`src/hw/rtl/rmsle_pkg.sv`:
```
// ----------------------------------------------------------------------------
// rmsle_pkg
// Shared constants and helpers for the RMSLE core.
// ----------------------------------------------------------------------------
`default_nettype none

package rmsle_pkg;

   // default number of fraction bits in the logarithm
   localparam int LOG_FRAC_BITS_DEF = 16;

   // round(ln2 * 2^32)
   localparam logic [31:0] LN2_Q32 = 32'd2977044472;

   // 1.0 in Q16.16
   localparam logic [63:0] ONE_Q16 = 64'd65536;

   // width of the Q16.16 squared log difference
   localparam int SQ_W = 26;

   // leading-one position of y, where h = y[32:16] is never zero
   function automatic logic [5:0] lead_one(input logic [16:0] h);
      logic [5:0] pos;
      pos = 6'd16;
      for (int i = 0; i < 17; i++) begin
         if (h[i]) begin
            pos = 6'(16 + i);
         end
      end
      return pos;
   endfunction

endpackage

`default_nettype wire

```
`src/hw/rtl/rmsle_req_if.sv`:
```
// ----------------------------------------------------------------------------
// rmsle_req_if
// Input channel: one beat carries a value pair, a weight and the last flag.
// ----------------------------------------------------------------------------
`default_nettype none

interface rmsle_req_if;
   logic        valid;
   logic        ready;
   logic [31:0] actual_value;
   logic [31:0] predicted_value;
   logic [31:0] sample_weight;
   logic        last_item;

   modport source (output valid, actual_value, predicted_value, sample_weight, last_item,
                   input ready);
   modport sink   (input valid, actual_value, predicted_value, sample_weight, last_item,
                   output ready);
endinterface

`default_nettype wire

```
`src/hw/rtl/rmsle_rsp_if.sv`:
```
// ----------------------------------------------------------------------------
// rmsle_rsp_if
// Result channel: one beat carries the RMSLE value and the zero-weight flag.
// ----------------------------------------------------------------------------
`default_nettype none

interface rmsle_rsp_if;
   logic        valid;
   logic        ready;
   logic [31:0] error_value;
   logic        zero_weight_error;

   modport source (output valid, error_value, zero_weight_error, input ready);
   modport sink   (input valid, error_value, zero_weight_error, output ready);
endinterface

`default_nettype wire

```
`src/hw/rtl/rmsle_mul.sv`:
```
// ----------------------------------------------------------------------------
// rmsle_mul
// Shared 32x32 multiplier with a registered product.
// ----------------------------------------------------------------------------
`default_nettype none

module rmsle_mul (
   input  wire logic        clock,
   input  wire logic        enable,
   input  wire logic [31:0] op_a,
   input  wire logic [31:0] op_b,
   output logic      [63:0] product
);

   logic [63:0] prod_ff;
   logic [63:0] prod_in;

   assign prod_in = 64'(op_a) * 64'(op_b);
   assign product = prod_ff;

   always_ff @(posedge clock) begin
      if (enable) begin
         prod_ff <= prod_in;
      end
   end

endmodule

`default_nettype wire

```
`src/hw/rtl/rmsle_root.sv`:
```
// ----------------------------------------------------------------------------
// rmsle_root
// Iterative sqrt(num * 2^32 / den): 96 restoring divide steps, then 32
// square-root steps, both on one shared 64-bit subtractor.
// ----------------------------------------------------------------------------
`default_nettype none

module rmsle_root (
   input  wire logic        clock,
   input  wire logic        reset,
   input  wire logic        start,
   input  wire logic [63:0] num,
   input  wire logic [63:0] den,
   output logic             done,
   output logic      [31:0] root
);

   localparam logic [1:0] R_IDLE = 2'd0;
   localparam logic [1:0] R_DIV  = 2'd1;
   localparam logic [1:0] R_SQRT = 2'd2;
   localparam logic [1:0] R_DONE = 2'd3;

   localparam logic [6:0] DIV_LAST  = 7'd95;
   localparam logic [6:0] SQRT_LAST = 7'd31;

   logic [1:0]  state_ff, state_in;
   logic [6:0]  cnt_ff, cnt_in;
   logic [63:0] num_ff, num_in;
   logic [63:0] den_ff, den_in;
   logic [63:0] rem_ff, rem_in;
   logic [63:0] q_ff, q_in;
   logic        over_ff, over_in;
   logic [63:0] n_ff, n_in;
   logic [63:0] res_ff, res_in;
   logic [63:0] bit_ff, bit_in;

   logic [63:0] rem_sh;
   logic [63:0] sub_a, sub_b;
   logic [64:0] diff;
   logic        take;

   assign rem_sh = {rem_ff[62:0], num_ff[63]};

   // shared subtractor
   always_comb begin
      if (state_ff == R_SQRT) begin
         sub_a = n_ff;
         sub_b = res_ff + bit_ff;
      end else begin
         sub_a = rem_sh;
         sub_b = den_ff;
      end
   end

   assign diff = {1'b0, sub_a} - {1'b0, sub_b};
   assign take = rem_ff[63] | ~diff[64];

   always_comb begin
      state_in = state_ff;
      cnt_in   = cnt_ff;
      num_in   = num_ff;
      den_in   = den_ff;
      rem_in   = rem_ff;
      q_in     = q_ff;
      over_in  = over_ff;
      n_in     = n_ff;
      res_in   = res_ff;
      bit_in   = bit_ff;
      case (state_ff)
         R_IDLE: begin
            if (start) begin
               num_in   = num;
               den_in   = den;
               rem_in   = '0;
               q_in     = '0;
               over_in  = 1'b0;
               cnt_in   = '0;
               state_in = R_DIV;
            end
         end
         R_DIV: begin
            rem_in  = take ? diff[63:0] : rem_sh;
            q_in    = {q_ff[62:0], take};
            over_in = over_ff | q_ff[63];
            num_in  = {num_ff[62:0], 1'b0};
            cnt_in  = cnt_ff + 7'd1;
            if (cnt_ff == DIV_LAST) begin
               // saturate the quotient, then seed the root
               n_in     = (over_ff | q_ff[63]) ? '1 : {q_ff[62:0], take};
               res_in   = '0;
               bit_in   = 64'h4000_0000_0000_0000;
               cnt_in   = '0;
               state_in = R_SQRT;
            end
         end
         R_SQRT: begin
            if (!diff[64]) begin
               n_in   = diff[63:0];
               res_in = (res_ff >> 1) + bit_ff;
            end else begin
               res_in = res_ff >> 1;
            end
            bit_in = bit_ff >> 2;
            cnt_in = cnt_ff + 7'd1;
            if (cnt_ff == SQRT_LAST) begin
               state_in = R_DONE;
            end
         end
         R_DONE: begin
            state_in = R_IDLE;
         end
         default: begin
            state_in = R_IDLE;
         end
      endcase
   end

   always_ff @(posedge clock) begin
      if (reset) begin
         state_ff <= R_IDLE;
      end else begin
         state_ff <= state_in;
      end
      cnt_ff  <= cnt_in;
      num_ff  <= num_in;
      den_ff  <= den_in;
      rem_ff  <= rem_in;
      q_ff    <= q_in;
      over_ff <= over_in;
      n_ff    <= n_in;
      res_ff  <= res_in;
      bit_ff  <= bit_in;
   end

   assign done = (state_ff == R_DONE);
   assign root = res_ff[31:0];

endmodule

`default_nettype wire

```
`src/hw/rtl/root_mean_squared_log_error_core.sv`:
```
// ----------------------------------------------------------------------------
// root_mean_squared_log_error_core
// Streaming RMSLE over Q16.16 value pairs with optional weights.
// ----------------------------------------------------------------------------
// One item is taken at a time; req ready is high only while the sequencer is
// idle. Each item runs two logarithms (LOG_FRAC_BITS squarings each), the
// square of their difference and, in weighted mode, the weight product, all
// on one shared 32x32 multiplier with a registered product. The item flagged
// last then runs the 96-step divide and 32-step square root, and the result
// beat is offered on rsp; a new item can be accepted while that beat waits.
// A zero weight sum returns 0 with zero_weight_error set.
// Register 0 (byte 0x0) bit 0 selects weighted mode.
// ----------------------------------------------------------------------------
`default_nettype none

module root_mean_squared_log_error_core
   import rmsle_pkg::*;
#(
   parameter int LOG_FRAC_BITS = LOG_FRAC_BITS_DEF
) (
   input  wire logic        clock,
   input  wire logic        reset,
   rmsle_req_if.sink        req_chan,
   rmsle_rsp_if.source      rsp_chan,
   input  wire logic        csr_psel,
   input  wire logic        csr_penable,
   input  wire logic        csr_pwrite,
   input  wire logic [2:0]  csr_paddr,
   input  wire logic [31:0] csr_pwdata,
   output logic      [31:0] csr_prdata,
   output logic             csr_pready
);

   localparam int L2_W     = LOG_FRAC_BITS + 5;
   localparam int CNT_W    = $clog2(LOG_FRAC_BITS);
   localparam int SQ_SHIFT = 2 * LOG_FRAC_BITS - 16;

   localparam logic [3:0] S_IDLE     = 4'd0;
   localparam logic [3:0] S_NORM     = 4'd1;
   localparam logic [3:0] S_SQR      = 4'd2;
   localparam logic [3:0] S_SQR_WB   = 4'd3;
   localparam logic [3:0] S_LN       = 4'd4;
   localparam logic [3:0] S_LN_WB    = 4'd5;
   localparam logic [3:0] S_DIFF     = 4'd6;
   localparam logic [3:0] S_DIFF_WB  = 4'd7;
   localparam logic [3:0] S_WMUL     = 4'd8;
   localparam logic [3:0] S_WMUL_WB  = 4'd9;
   localparam logic [3:0] S_ACC      = 4'd10;
   localparam logic [3:0] S_FIN      = 4'd11;
   localparam logic [3:0] S_FIN_WAIT = 4'd12;

   localparam logic [CNT_W-1:0] SQR_LAST = CNT_W'(LOG_FRAC_BITS - 1);

   logic [3:0]               state_ff, state_in;
   logic                     mode_ff, mode_in;
   logic [31:0]              act_ff, act_in;
   logic [31:0]              pred_ff, pred_in;
   logic [31:0]              w_ff, w_in;
   logic                     last_ff, last_in;
   logic                     sel_ff, sel_in;
   logic [31:0]              m_ff, m_in;
   logic [5:0]               p_ff, p_in;
   logic [LOG_FRAC_BITS-1:0] frac_ff, frac_in;
   logic [CNT_W-1:0]         cnt_ff, cnt_in;
   logic [L2_W-1:0]          la_ff, la_in;
   logic [L2_W-1:0]          lp_ff, lp_in;
   logic [SQ_W-1:0]          sq_ff, sq_in;
   logic [63:0]              term_ff, term_in;
   logic [63:0]              ssum_ff, ssum_in;
   logic [63:0]              wsum_ff, wsum_in;
   logic                     rvalid_ff, rvalid_in;
   logic [31:0]              rvalue_ff, rvalue_in;
   logic                     rzwe_ff, rzwe_in;

   logic        mul_en;
   logic [31:0] mul_a, mul_b;
   logic [63:0] prod;
   logic        root_start;
   logic        root_done;
   logic [31:0] root_val;

   logic [32:0]     y;
   logic [5:0]      p_new;
   logic [4:0]      nsh;
   logic [32:0]     sqr_top;
   logic [L2_W-1:0] l2;
   logic [63:0]     ln_sum;
   logic [L2_W-1:0] dabs;
   logic [64:0]     ssum_add, wsum_add;
   logic [63:0]     wadd;
   logic            csr_wr;
   logic            req_fire;
   logic            rsp_free;

   // configuration port
   assign csr_pready = 1'b1;
   assign csr_wr     = csr_psel & csr_penable & csr_pwrite;
   assign csr_prdata = (csr_paddr[2] == 1'b0) ? {31'b0, mode_ff} : 32'b0;

   assign req_chan.ready = (state_ff == S_IDLE);
   assign req_fire       = req_chan.valid & (state_ff == S_IDLE);
   assign rsp_free       = ~rvalid_ff | rsp_chan.ready;

   // normalize v+1 so its leading one sits at bit 31
   assign y     = {1'b0, (sel_ff ? pred_ff : act_ff)} + 33'd65536;
   assign p_new = lead_one(y[32:16]);
   assign nsh   = 5'(6'd31 - p_new);

   assign sqr_top = prod[63:31];
   assign l2      = {5'(p_ff - 6'd16), frac_ff};
   assign ln_sum  = prod + 64'h0000_0000_8000_0000;
   assign dabs    = (la_ff >= lp_ff) ? (la_ff - lp_ff) : (lp_ff - la_ff);

   // saturating accumulator adds
   assign wadd     = mode_ff ? 64'(w_ff) : ONE_Q16;
   assign ssum_add = {1'b0, ssum_ff} + {1'b0, term_ff};
   assign wsum_add = {1'b0, wsum_ff} + {1'b0, wadd};

   // shared multiplier operands
   always_comb begin
      mul_en = 1'b1;
      mul_a  = '0;
      mul_b  = '0;
      case (state_ff)
         S_SQR: begin
            mul_a = m_ff;
            mul_b = m_ff;
         end
         S_LN: begin
            mul_a = 32'(l2);
            mul_b = LN2_Q32;
         end
         S_DIFF: begin
            mul_a = 32'(dabs);
            mul_b = 32'(dabs);
         end
         S_WMUL: begin
            mul_a = 32'(sq_ff);
            mul_b = w_ff;
         end
         default: begin
            mul_en = 1'b0;
         end
      endcase
   end

   rmsle_mul u_mul (
      .clock   (clock),
      .enable  (mul_en),
      .op_a    (mul_a),
      .op_b    (mul_b),
      .product (prod)
   );

   rmsle_root u_root (
      .clock (clock),
      .reset (reset),
      .start (root_start),
      .num   (ssum_ff),
      .den   (wsum_ff),
      .done  (root_done),
      .root  (root_val)
   );

   // sequencer
   always_comb begin
      state_in   = state_ff;
      mode_in    = mode_ff;
      act_in     = act_ff;
      pred_in    = pred_ff;
      w_in       = w_ff;
      last_in    = last_ff;
      sel_in     = sel_ff;
      m_in       = m_ff;
      p_in       = p_ff;
      frac_in    = frac_ff;
      cnt_in     = cnt_ff;
      la_in      = la_ff;
      lp_in      = lp_ff;
      sq_in      = sq_ff;
      term_in    = term_ff;
      ssum_in    = ssum_ff;
      wsum_in    = wsum_ff;
      rvalid_in  = rvalid_ff & ~rsp_chan.ready;
      rvalue_in  = rvalue_ff;
      rzwe_in    = rzwe_ff;
      root_start = 1'b0;

      if (csr_wr && csr_paddr[2] == 1'b0) begin
         mode_in = csr_pwdata[0];
      end

      case (state_ff)
         S_IDLE: begin
            if (req_fire) begin
               act_in   = req_chan.actual_value;
               pred_in  = req_chan.predicted_value;
               w_in     = req_chan.sample_weight;
               last_in  = req_chan.last_item;
               sel_in   = 1'b0;
               state_in = S_NORM;
            end
         end
         S_NORM: begin
            m_in     = y[32] ? y[32:1] : (y[31:0] << nsh);
            p_in     = p_new;
            frac_in  = '0;
            cnt_in   = '0;
            state_in = S_SQR;
         end
         S_SQR: begin
            state_in = S_SQR_WB;
         end
         S_SQR_WB: begin
            // one fraction bit per squaring
            m_in    = sqr_top[32] ? sqr_top[32:1] : sqr_top[31:0];
            frac_in = {frac_ff[LOG_FRAC_BITS-2:0], sqr_top[32]};
            cnt_in  = cnt_ff + CNT_W'(1);
            state_in = (cnt_ff == SQR_LAST) ? S_LN : S_SQR;
         end
         S_LN: begin
            state_in = S_LN_WB;
         end
         S_LN_WB: begin
            if (sel_ff) begin
               lp_in    = ln_sum[32 +: L2_W];
               state_in = S_DIFF;
            end else begin
               la_in    = ln_sum[32 +: L2_W];
               sel_in   = 1'b1;
               state_in = S_NORM;
            end
         end
         S_DIFF: begin
            state_in = S_DIFF_WB;
         end
         S_DIFF_WB: begin
            sq_in = prod[SQ_SHIFT +: SQ_W];
            if (mode_ff) begin
               state_in = S_WMUL;
            end else begin
               term_in  = 64'(prod[SQ_SHIFT +: SQ_W]);
               state_in = S_ACC;
            end
         end
         S_WMUL: begin
            state_in = S_WMUL_WB;
         end
         S_WMUL_WB: begin
            term_in  = {16'b0, prod[63:16]};
            state_in = S_ACC;
         end
         S_ACC: begin
            ssum_in  = ssum_add[64] ? '1 : ssum_add[63:0];
            wsum_in  = wsum_add[64] ? '1 : wsum_add[63:0];
            state_in = last_ff ? S_FIN : S_IDLE;
         end
         S_FIN: begin
            if (rsp_free) begin
               if (wsum_ff == 64'd0) begin
                  rvalid_in = 1'b1;
                  rvalue_in = '0;
                  rzwe_in   = 1'b1;
                  ssum_in   = '0;
                  wsum_in   = '0;
                  state_in  = S_IDLE;
               end else begin
                  root_start = 1'b1;
                  state_in   = S_FIN_WAIT;
               end
            end
         end
         S_FIN_WAIT: begin
            if (root_done) begin
               rvalid_in = 1'b1;
               rvalue_in = root_val;
               rzwe_in   = 1'b0;
               ssum_in   = '0;
               wsum_in   = '0;
               state_in  = S_IDLE;
            end
         end
         default: begin
            state_in = S_IDLE;
         end
      endcase
   end

   always_ff @(posedge clock) begin
      if (reset) begin
         state_ff  <= S_IDLE;
         mode_ff   <= 1'b0;
         ssum_ff   <= '0;
         wsum_ff   <= '0;
         rvalid_ff <= 1'b0;
      end else begin
         state_ff  <= state_in;
         mode_ff   <= mode_in;
         ssum_ff   <= ssum_in;
         wsum_ff   <= wsum_in;
         rvalid_ff <= rvalid_in;
      end
      act_ff    <= act_in;
      pred_ff   <= pred_in;
      w_ff      <= w_in;
      last_ff   <= last_in;
      sel_ff    <= sel_in;
      m_ff      <= m_in;
      p_ff      <= p_in;
      frac_ff   <= frac_in;
      cnt_ff    <= cnt_in;
      la_ff     <= la_in;
      lp_ff     <= lp_in;
      sq_ff     <= sq_in;
      term_ff   <= term_in;
      rvalue_ff <= rvalue_in;
      rzwe_ff   <= rzwe_in;
   end

   // result beat
   assign rsp_chan.valid             = rvalid_ff;
   assign rsp_chan.error_value       = rvalue_ff;
   assign rsp_chan.zero_weight_error = rzwe_ff;

endmodule

`default_nettype wire

```
`src/flat_wrapper.sv`:
```
// flat-port wrapper written by rule: the top's interface ports become plain ports
module root_mean_squared_log_error_core_flat import rmsle_pkg::*;
#(
   parameter int LOG_FRAC_BITS = LOG_FRAC_BITS_DEF
)
  (clock, reset, csr_psel, csr_penable, csr_pwrite, csr_paddr, csr_pwdata, csr_prdata, csr_pready, req_chan_valid, req_chan_actual_value, req_chan_predicted_value, req_chan_sample_weight, req_chan_last_item, req_chan_ready, rsp_chan_valid, rsp_chan_error_value, rsp_chan_zero_weight_error, rsp_chan_ready);
  rmsle_req_if req_chan_i ();
  rmsle_rsp_if rsp_chan_i ();
  input  wire logic clock;
  input  wire logic reset;
  input  wire logic csr_psel;
  input  wire logic csr_penable;
  input  wire logic csr_pwrite;
  input  wire logic [2:0] csr_paddr;
  input  wire logic [31:0] csr_pwdata;
  output logic      [31:0] csr_prdata;
  output logic csr_pready;
  input wire logic [$bits(req_chan_i.valid)-1:0] req_chan_valid;
  input wire logic [$bits(req_chan_i.actual_value)-1:0] req_chan_actual_value;
  input wire logic [$bits(req_chan_i.predicted_value)-1:0] req_chan_predicted_value;
  input wire logic [$bits(req_chan_i.sample_weight)-1:0] req_chan_sample_weight;
  input wire logic [$bits(req_chan_i.last_item)-1:0] req_chan_last_item;
  output wire logic [$bits(req_chan_i.ready)-1:0] req_chan_ready;
  output wire logic [$bits(rsp_chan_i.valid)-1:0] rsp_chan_valid;
  output wire logic [$bits(rsp_chan_i.error_value)-1:0] rsp_chan_error_value;
  output wire logic [$bits(rsp_chan_i.zero_weight_error)-1:0] rsp_chan_zero_weight_error;
  input wire logic [$bits(rsp_chan_i.ready)-1:0] rsp_chan_ready;
  assign req_chan_i.valid = req_chan_valid;
  assign req_chan_i.actual_value = req_chan_actual_value;
  assign req_chan_i.predicted_value = req_chan_predicted_value;
  assign req_chan_i.sample_weight = req_chan_sample_weight;
  assign req_chan_i.last_item = req_chan_last_item;
  assign req_chan_ready = req_chan_i.ready;
  assign rsp_chan_valid = rsp_chan_i.valid;
  assign rsp_chan_error_value = rsp_chan_i.error_value;
  assign rsp_chan_zero_weight_error = rsp_chan_i.zero_weight_error;
  assign rsp_chan_i.ready = rsp_chan_ready;
  root_mean_squared_log_error_core #(.LOG_FRAC_BITS(LOG_FRAC_BITS)) u_core (.clock(clock), .reset(reset), .req_chan(req_chan_i), .rsp_chan(rsp_chan_i), .csr_psel(csr_psel), .csr_penable(csr_penable), .csr_pwrite(csr_pwrite), .csr_paddr(csr_paddr), .csr_pwdata(csr_pwdata), .csr_prdata(csr_prdata), .csr_pready(csr_pready));
endmodule
```
`config.mk`:
```
export PLATFORM = sky130hd
export DESIGN_NAME = root_mean_squared_log_error_core_flat
export DESIGN_NICKNAME = d
export VERILOG_FILES = /design/src/hw/rtl/rmsle_pkg.sv /design/src/hw/rtl/rmsle_req_if.sv /design/src/hw/rtl/rmsle_rsp_if.sv /design/src/hw/rtl/rmsle_mul.sv /design/src/hw/rtl/rmsle_root.sv /design/src/hw/rtl/root_mean_squared_log_error_core.sv /design/src/flat_wrapper.sv
export SDC_FILE = /design/constraint.sdc
export NUM_CORES = 2
export LEC_CHECK = 0
export BUFFER_PORTS_ARGS = -buffer_cell sky130_fd_sc_hd__buf_2
export CAP_MARGIN = 20
export CORE_MARGIN = 2
export CORE_UTILIZATION = 40
export CTS_CLUSTER_DIAMETER = 40
export CTS_CLUSTER_SIZE = 24
export DETAILED_ROUTE_END_ITERATION = 7
export PLACE_DENSITY_LB_ADDON = 0.1
export SLEW_MARGIN = 20
export SYNTH_ARGS = -nofsm -noshare
export SYNTH_HDL_FRONTEND = slang
export SYNTH_SLANG_ARGS = --single-unit
```
`constraint.sdc`:
```
create_clock -name clock -period 9.6 [get_ports clock]
set_input_delay 0 -clock clock [delete_from_list [all_inputs] [get_ports clock]]
set_output_delay 0 -clock clock [all_outputs]
set_load 0.005 [all_outputs]
```
==> flow_summary.toml <==
[status]
run_status = "finished, violations left"
violations = "negative setup slack"

[layout]
final.fill_count = 19900
most-common-layout-cells = "sky130_fd_sc_hd__inv_1, sky130_fd_sc_hd__nand2_1, sky130_fd_sc_hd__nor2_1"
final_util_pct = 49.6
flow.area_growth_from_synthesis_pct = 23.2
final-instance-count-excl-fill = 12800
drive_gt1_share_pct = 18.7
final_common_cell = "sky130_fd_sc_hd__inv_1"
multiInputGateArea_sq_um = 56600
fin_nets = 11300
register_area_sq_um = 26000

[clock_network]
cts.htree.levels = 4
cts_made_buffers = 169
cts.reportedPaths.clkPinSlew_ps = 60
tritoncts_num_sinks = 912
clock_tree_root_buffer_cell = "sky130_fd_sc_hd__clkbuf_16"
clk_path_buf_depth = 3
tritoncts = "built"
clk_latency_ps = 840

[global_routing]
grt_max_degree = 159
number_of_antenna_violations_at_the_first_check_in_global_routing = 12
globalRouteTotalUtil_pct = 28.4
global_route_wire_length_before_repair_um = 465000
grt_overflow_total = 0
grt_pass1_vias = 71600

[critical_path]
cp-end-kind = "flip-flop"
path_class = "reg -> reg"
r2r_start = "u_core.lp_ff[0]$_DFFE_PP_"
critPathMaxStageDelay_ps = 560
worstPathBufferInverterCount = 7
critical_path_source_type = "flip-flop"
crit_start = "u_core.lp_ff[0]$_DFFE_PP_"
cp_data_required_time_ps = 10180
timing.critical_path.max_delay_family = "adder cells"
cpMaxStageDelayCell = "sky130_fd_sc_hd__fa_1"
crit_arrival_ps = 10990
critical_path.most_common_cell = "sky130_fd_sc_hd__fa_1"
path_max_fanout = 8

[logic_synthesis]
postSynth.topFlopCell = "sky130_fd_sc_hd__edfxtp_1"
synth-edff-count = 776
synthCells = 8935
synthesis.area_sq_um = 86300
synth_simple_gate_area_share_pct = 13.9
yosys_warnings = 0
ys_async_sr_fraction_pct = 0
number_of_unique_standard_cell_types_used_by_synthesis = 114
synth_top_cell_area_share_pct = 27.0
post_synth.cell_area_avg_sq_um = 9.66
synth.ff_latch_count = 912
ys_seq_area_share_pct = 30.2
combinational_family_with_the_most_area_after_synthesis = "adder cells"
post_synth_xor_area_fraction_pct = 3.52
synth_top_area_cell = "sky130_fd_sc_hd__edfxtp_1"
synth-compound-area-share_pct = 13.2
yosys.area_share.adder_pct = 28.4
synth_area_leaders = "sky130_fd_sc_hd__edfxtp_1, sky130_fd_sc_hd__fa_1, sky130_fd_sc_hd__ha_1"
synth.mux.area_fraction_pct = 3.60

[power]
power_density_nw_per_um2 = 139
leakage_nw = 45.8
irDropWorstVdd_uv = 200
design_power_total_w = 0.0148

[floorplanning]
die_h_um = 469
initial_cell_density_of_the_core_pct = 40.2
floorplan.die_area_sq_um = 220000
io-pin-count = 207
num_rows = 170
floorplan.die.width_um = 469
core_sq_um = 215000

[timing]
number_of_hold_slack_violations_in_the_final_timing_report = 0
rel_slew_slack_pct = 23.2
rsz_0062_raised_after_global_routing = "yes"
layout_min_cycle_time_ps = 10410
timing.clock.skew_ps = 87.2
slew_viol_final = 0
fin_crit_sh_pct = 108
tightestPinTransition_ps = 1150
finalWorstSetupSlack_ps = -811
fmaxAchievable_mhz = 96.1
finalHoldWorstSlack_ps = 168
setup_viol = 43

[drt]
postRouteAntennaNets = 0
top_signal_layer_used = "met5"
routedWlPerCell_um = 24.5
wl_met1_um = 128000
wl_met2_um = 154000
vias = 69800
wl_final_um = 313000
dr.pass1.iters = 7
drt_first_iter_violations = 4741
route.met3.wl_um = 13100
vias_per_cell = 5.47
drcViolationCount = 0

[worst_hold_path]
hold_class = "in -> reg"
min_from = "rsp_chan_ready"

[placement]
finalWeightedCongestion = 0.953
portBuffers = 141
place.detailed.instances = 12200
post-dp-hpwl_um = 245000
preCtsSetupSlack_ps = -1330

[run]
max_cap_violations = 0
final cells by class:
type	count	share of cell area [%]
multi-input cells	6456	53.2
clock buffers	176	4.02
clock inverters	142	1.56
well taps	2838	3.34
inverters	1108	3.91
flip-flops and latches	912	24.5
diodes	7	0.0165
repair buffers	1122	9.51
worst min-delay path, cell delays in order:
cell and delay [ps]:
sky130_fd_sc_hd__dlygate4sd3_1 520, sky130_fd_sc_hd__buf_2 90, sky130_fd_sc_hd__nand2b_1 220, sky130_fd_sc_hd__a31oi_1 110
Yosys cell counts, types with 30 or more instances:
library cell / count
sky130_fd_sc_hd__xor2_1: 153
sky130_fd_sc_hd__and2_1: 244
sky130_fd_sc_hd__o21ai_0: 337
sky130_fd_sc_hd__mux2_2: 147
sky130_fd_sc_hd__fa_1: 900
sky130_fd_sc_hd__mux2i_1: 119
sky130_fd_sc_hd__buf_2: 37
sky130_fd_sc_hd__clkbuf_1: 380
sky130_fd_sc_hd__o31ai_1: 32
sky130_fd_sc_hd__a21oi_1: 491
sky130_fd_sc_hd__a311oi_1: 58
sky130_fd_sc_hd__a31oi_1: 107
sky130_fd_sc_hd__buf_1: 33
sky130_fd_sc_hd__nand4_1: 80
sky130_fd_sc_hd__dfxtp_1: 136
sky130_fd_sc_hd__buf_4: 35
sky130_fd_sc_hd__nand2b_1: 43
sky130_fd_sc_hd__a21o_1: 198
sky130_fd_sc_hd__o21a_1: 41
sky130_fd_sc_hd__nor2_1: 897
sky130_fd_sc_hd__and3_1: 106
sky130_fd_sc_hd__inv_1: 1102
sky130_fd_sc_hd__nor3_1: 72
sky130_fd_sc_hd__edfxtp_1: 776
sky130_fd_sc_hd__a221o_1: 30
sky130_fd_sc_hd__nor2b_1: 57
sky130_fd_sc_hd__nand3_1: 106
sky130_fd_sc_hd__ha_1: 520
sky130_fd_sc_hd__xnor2_1: 192
sky130_fd_sc_hd__a211oi_1: 60
sky130_fd_sc_hd__o21bai_1: 48
sky130_fd_sc_hd__nand2_1: 912
flip-flops by register name, indices dropped and copies added (netlist names), 48 cells and up:
signal and flops:
u_core.ssum_ff 64, u_core.u_root.den_ff 64, u_core.u_root.n_ff 64, u_core.u_root.num_ff 64, u_core.u_root.q_ff 64, u_core.u_root.rem_ff 64, u_core.u_root.res_ff 64, u_core.wsum_ff 64
u_core.term_ff 48, u_core.u_mul.product 48
power by group:
group	switching, W	total (W)	internal, W
clock network	0.00246	0.00614	0.00368
registers	0.000299	0.00494	0.00464
logic	0.00223	0.00367	0.00144
metal layers:
metal | vias to the layer above | global-route usage (%)
li1 | 31900 | -
met2 | 1873 | 49.0
met4 | 2 | 13.7
met3 | 516 | 3.13
met5 | - | 0
met1 | 35400 | 35.3
cells by family (layout without fill, tap and decap cells):
logic type | after synthesis | count (layout)
simple gates | 2648 | 2648
compound gates | 1732 | 1732
buf+inv | 1597 | 2548
fa+ha+maj | 1420 | 1420
flops | 912 | 912
xor+xnor | 346 | 346
mux | 278 | 278
other cells | 2 | 39
per-stage QoR:
step / instance area [sq um] / setup TNS [ps]
4_1_cts: 105000 / -22120
2_1_floorplan: 87000 / -27.7
3_5_place_dp: 95900 / -37240
6_report: 106000 / -22740
3_3_place_gp: 95800 / -34150
5_1_grt: 106000 / -38220
worst paths after layout:
check / endpoint / slack [ps] / cells past startpoint
max: u_core.u_mul.product[61]$_DFFE_PN_ / -810 / 43
max reg2reg: u_core.u_mul.product[61]$_DFFE_PN_ / -810 / 43
min reg2reg: u_core.term_ff[8]$_DFFE_PP_ / 400 / 0
min: u_core.rsp_chan.valid$_SDFF_PP0_ / 170 / 4
repair_timing:
item,in CTS,in global routing
buffers inserted,57,32
gates cloned,2,1
gates resized for setup,253,154
endpoints found under the hold margin,156,0
hold buffers,201,0
pin swaps,135,126
endpoints found under the setup margin,47,48
(Power assumes the default switching activity.)
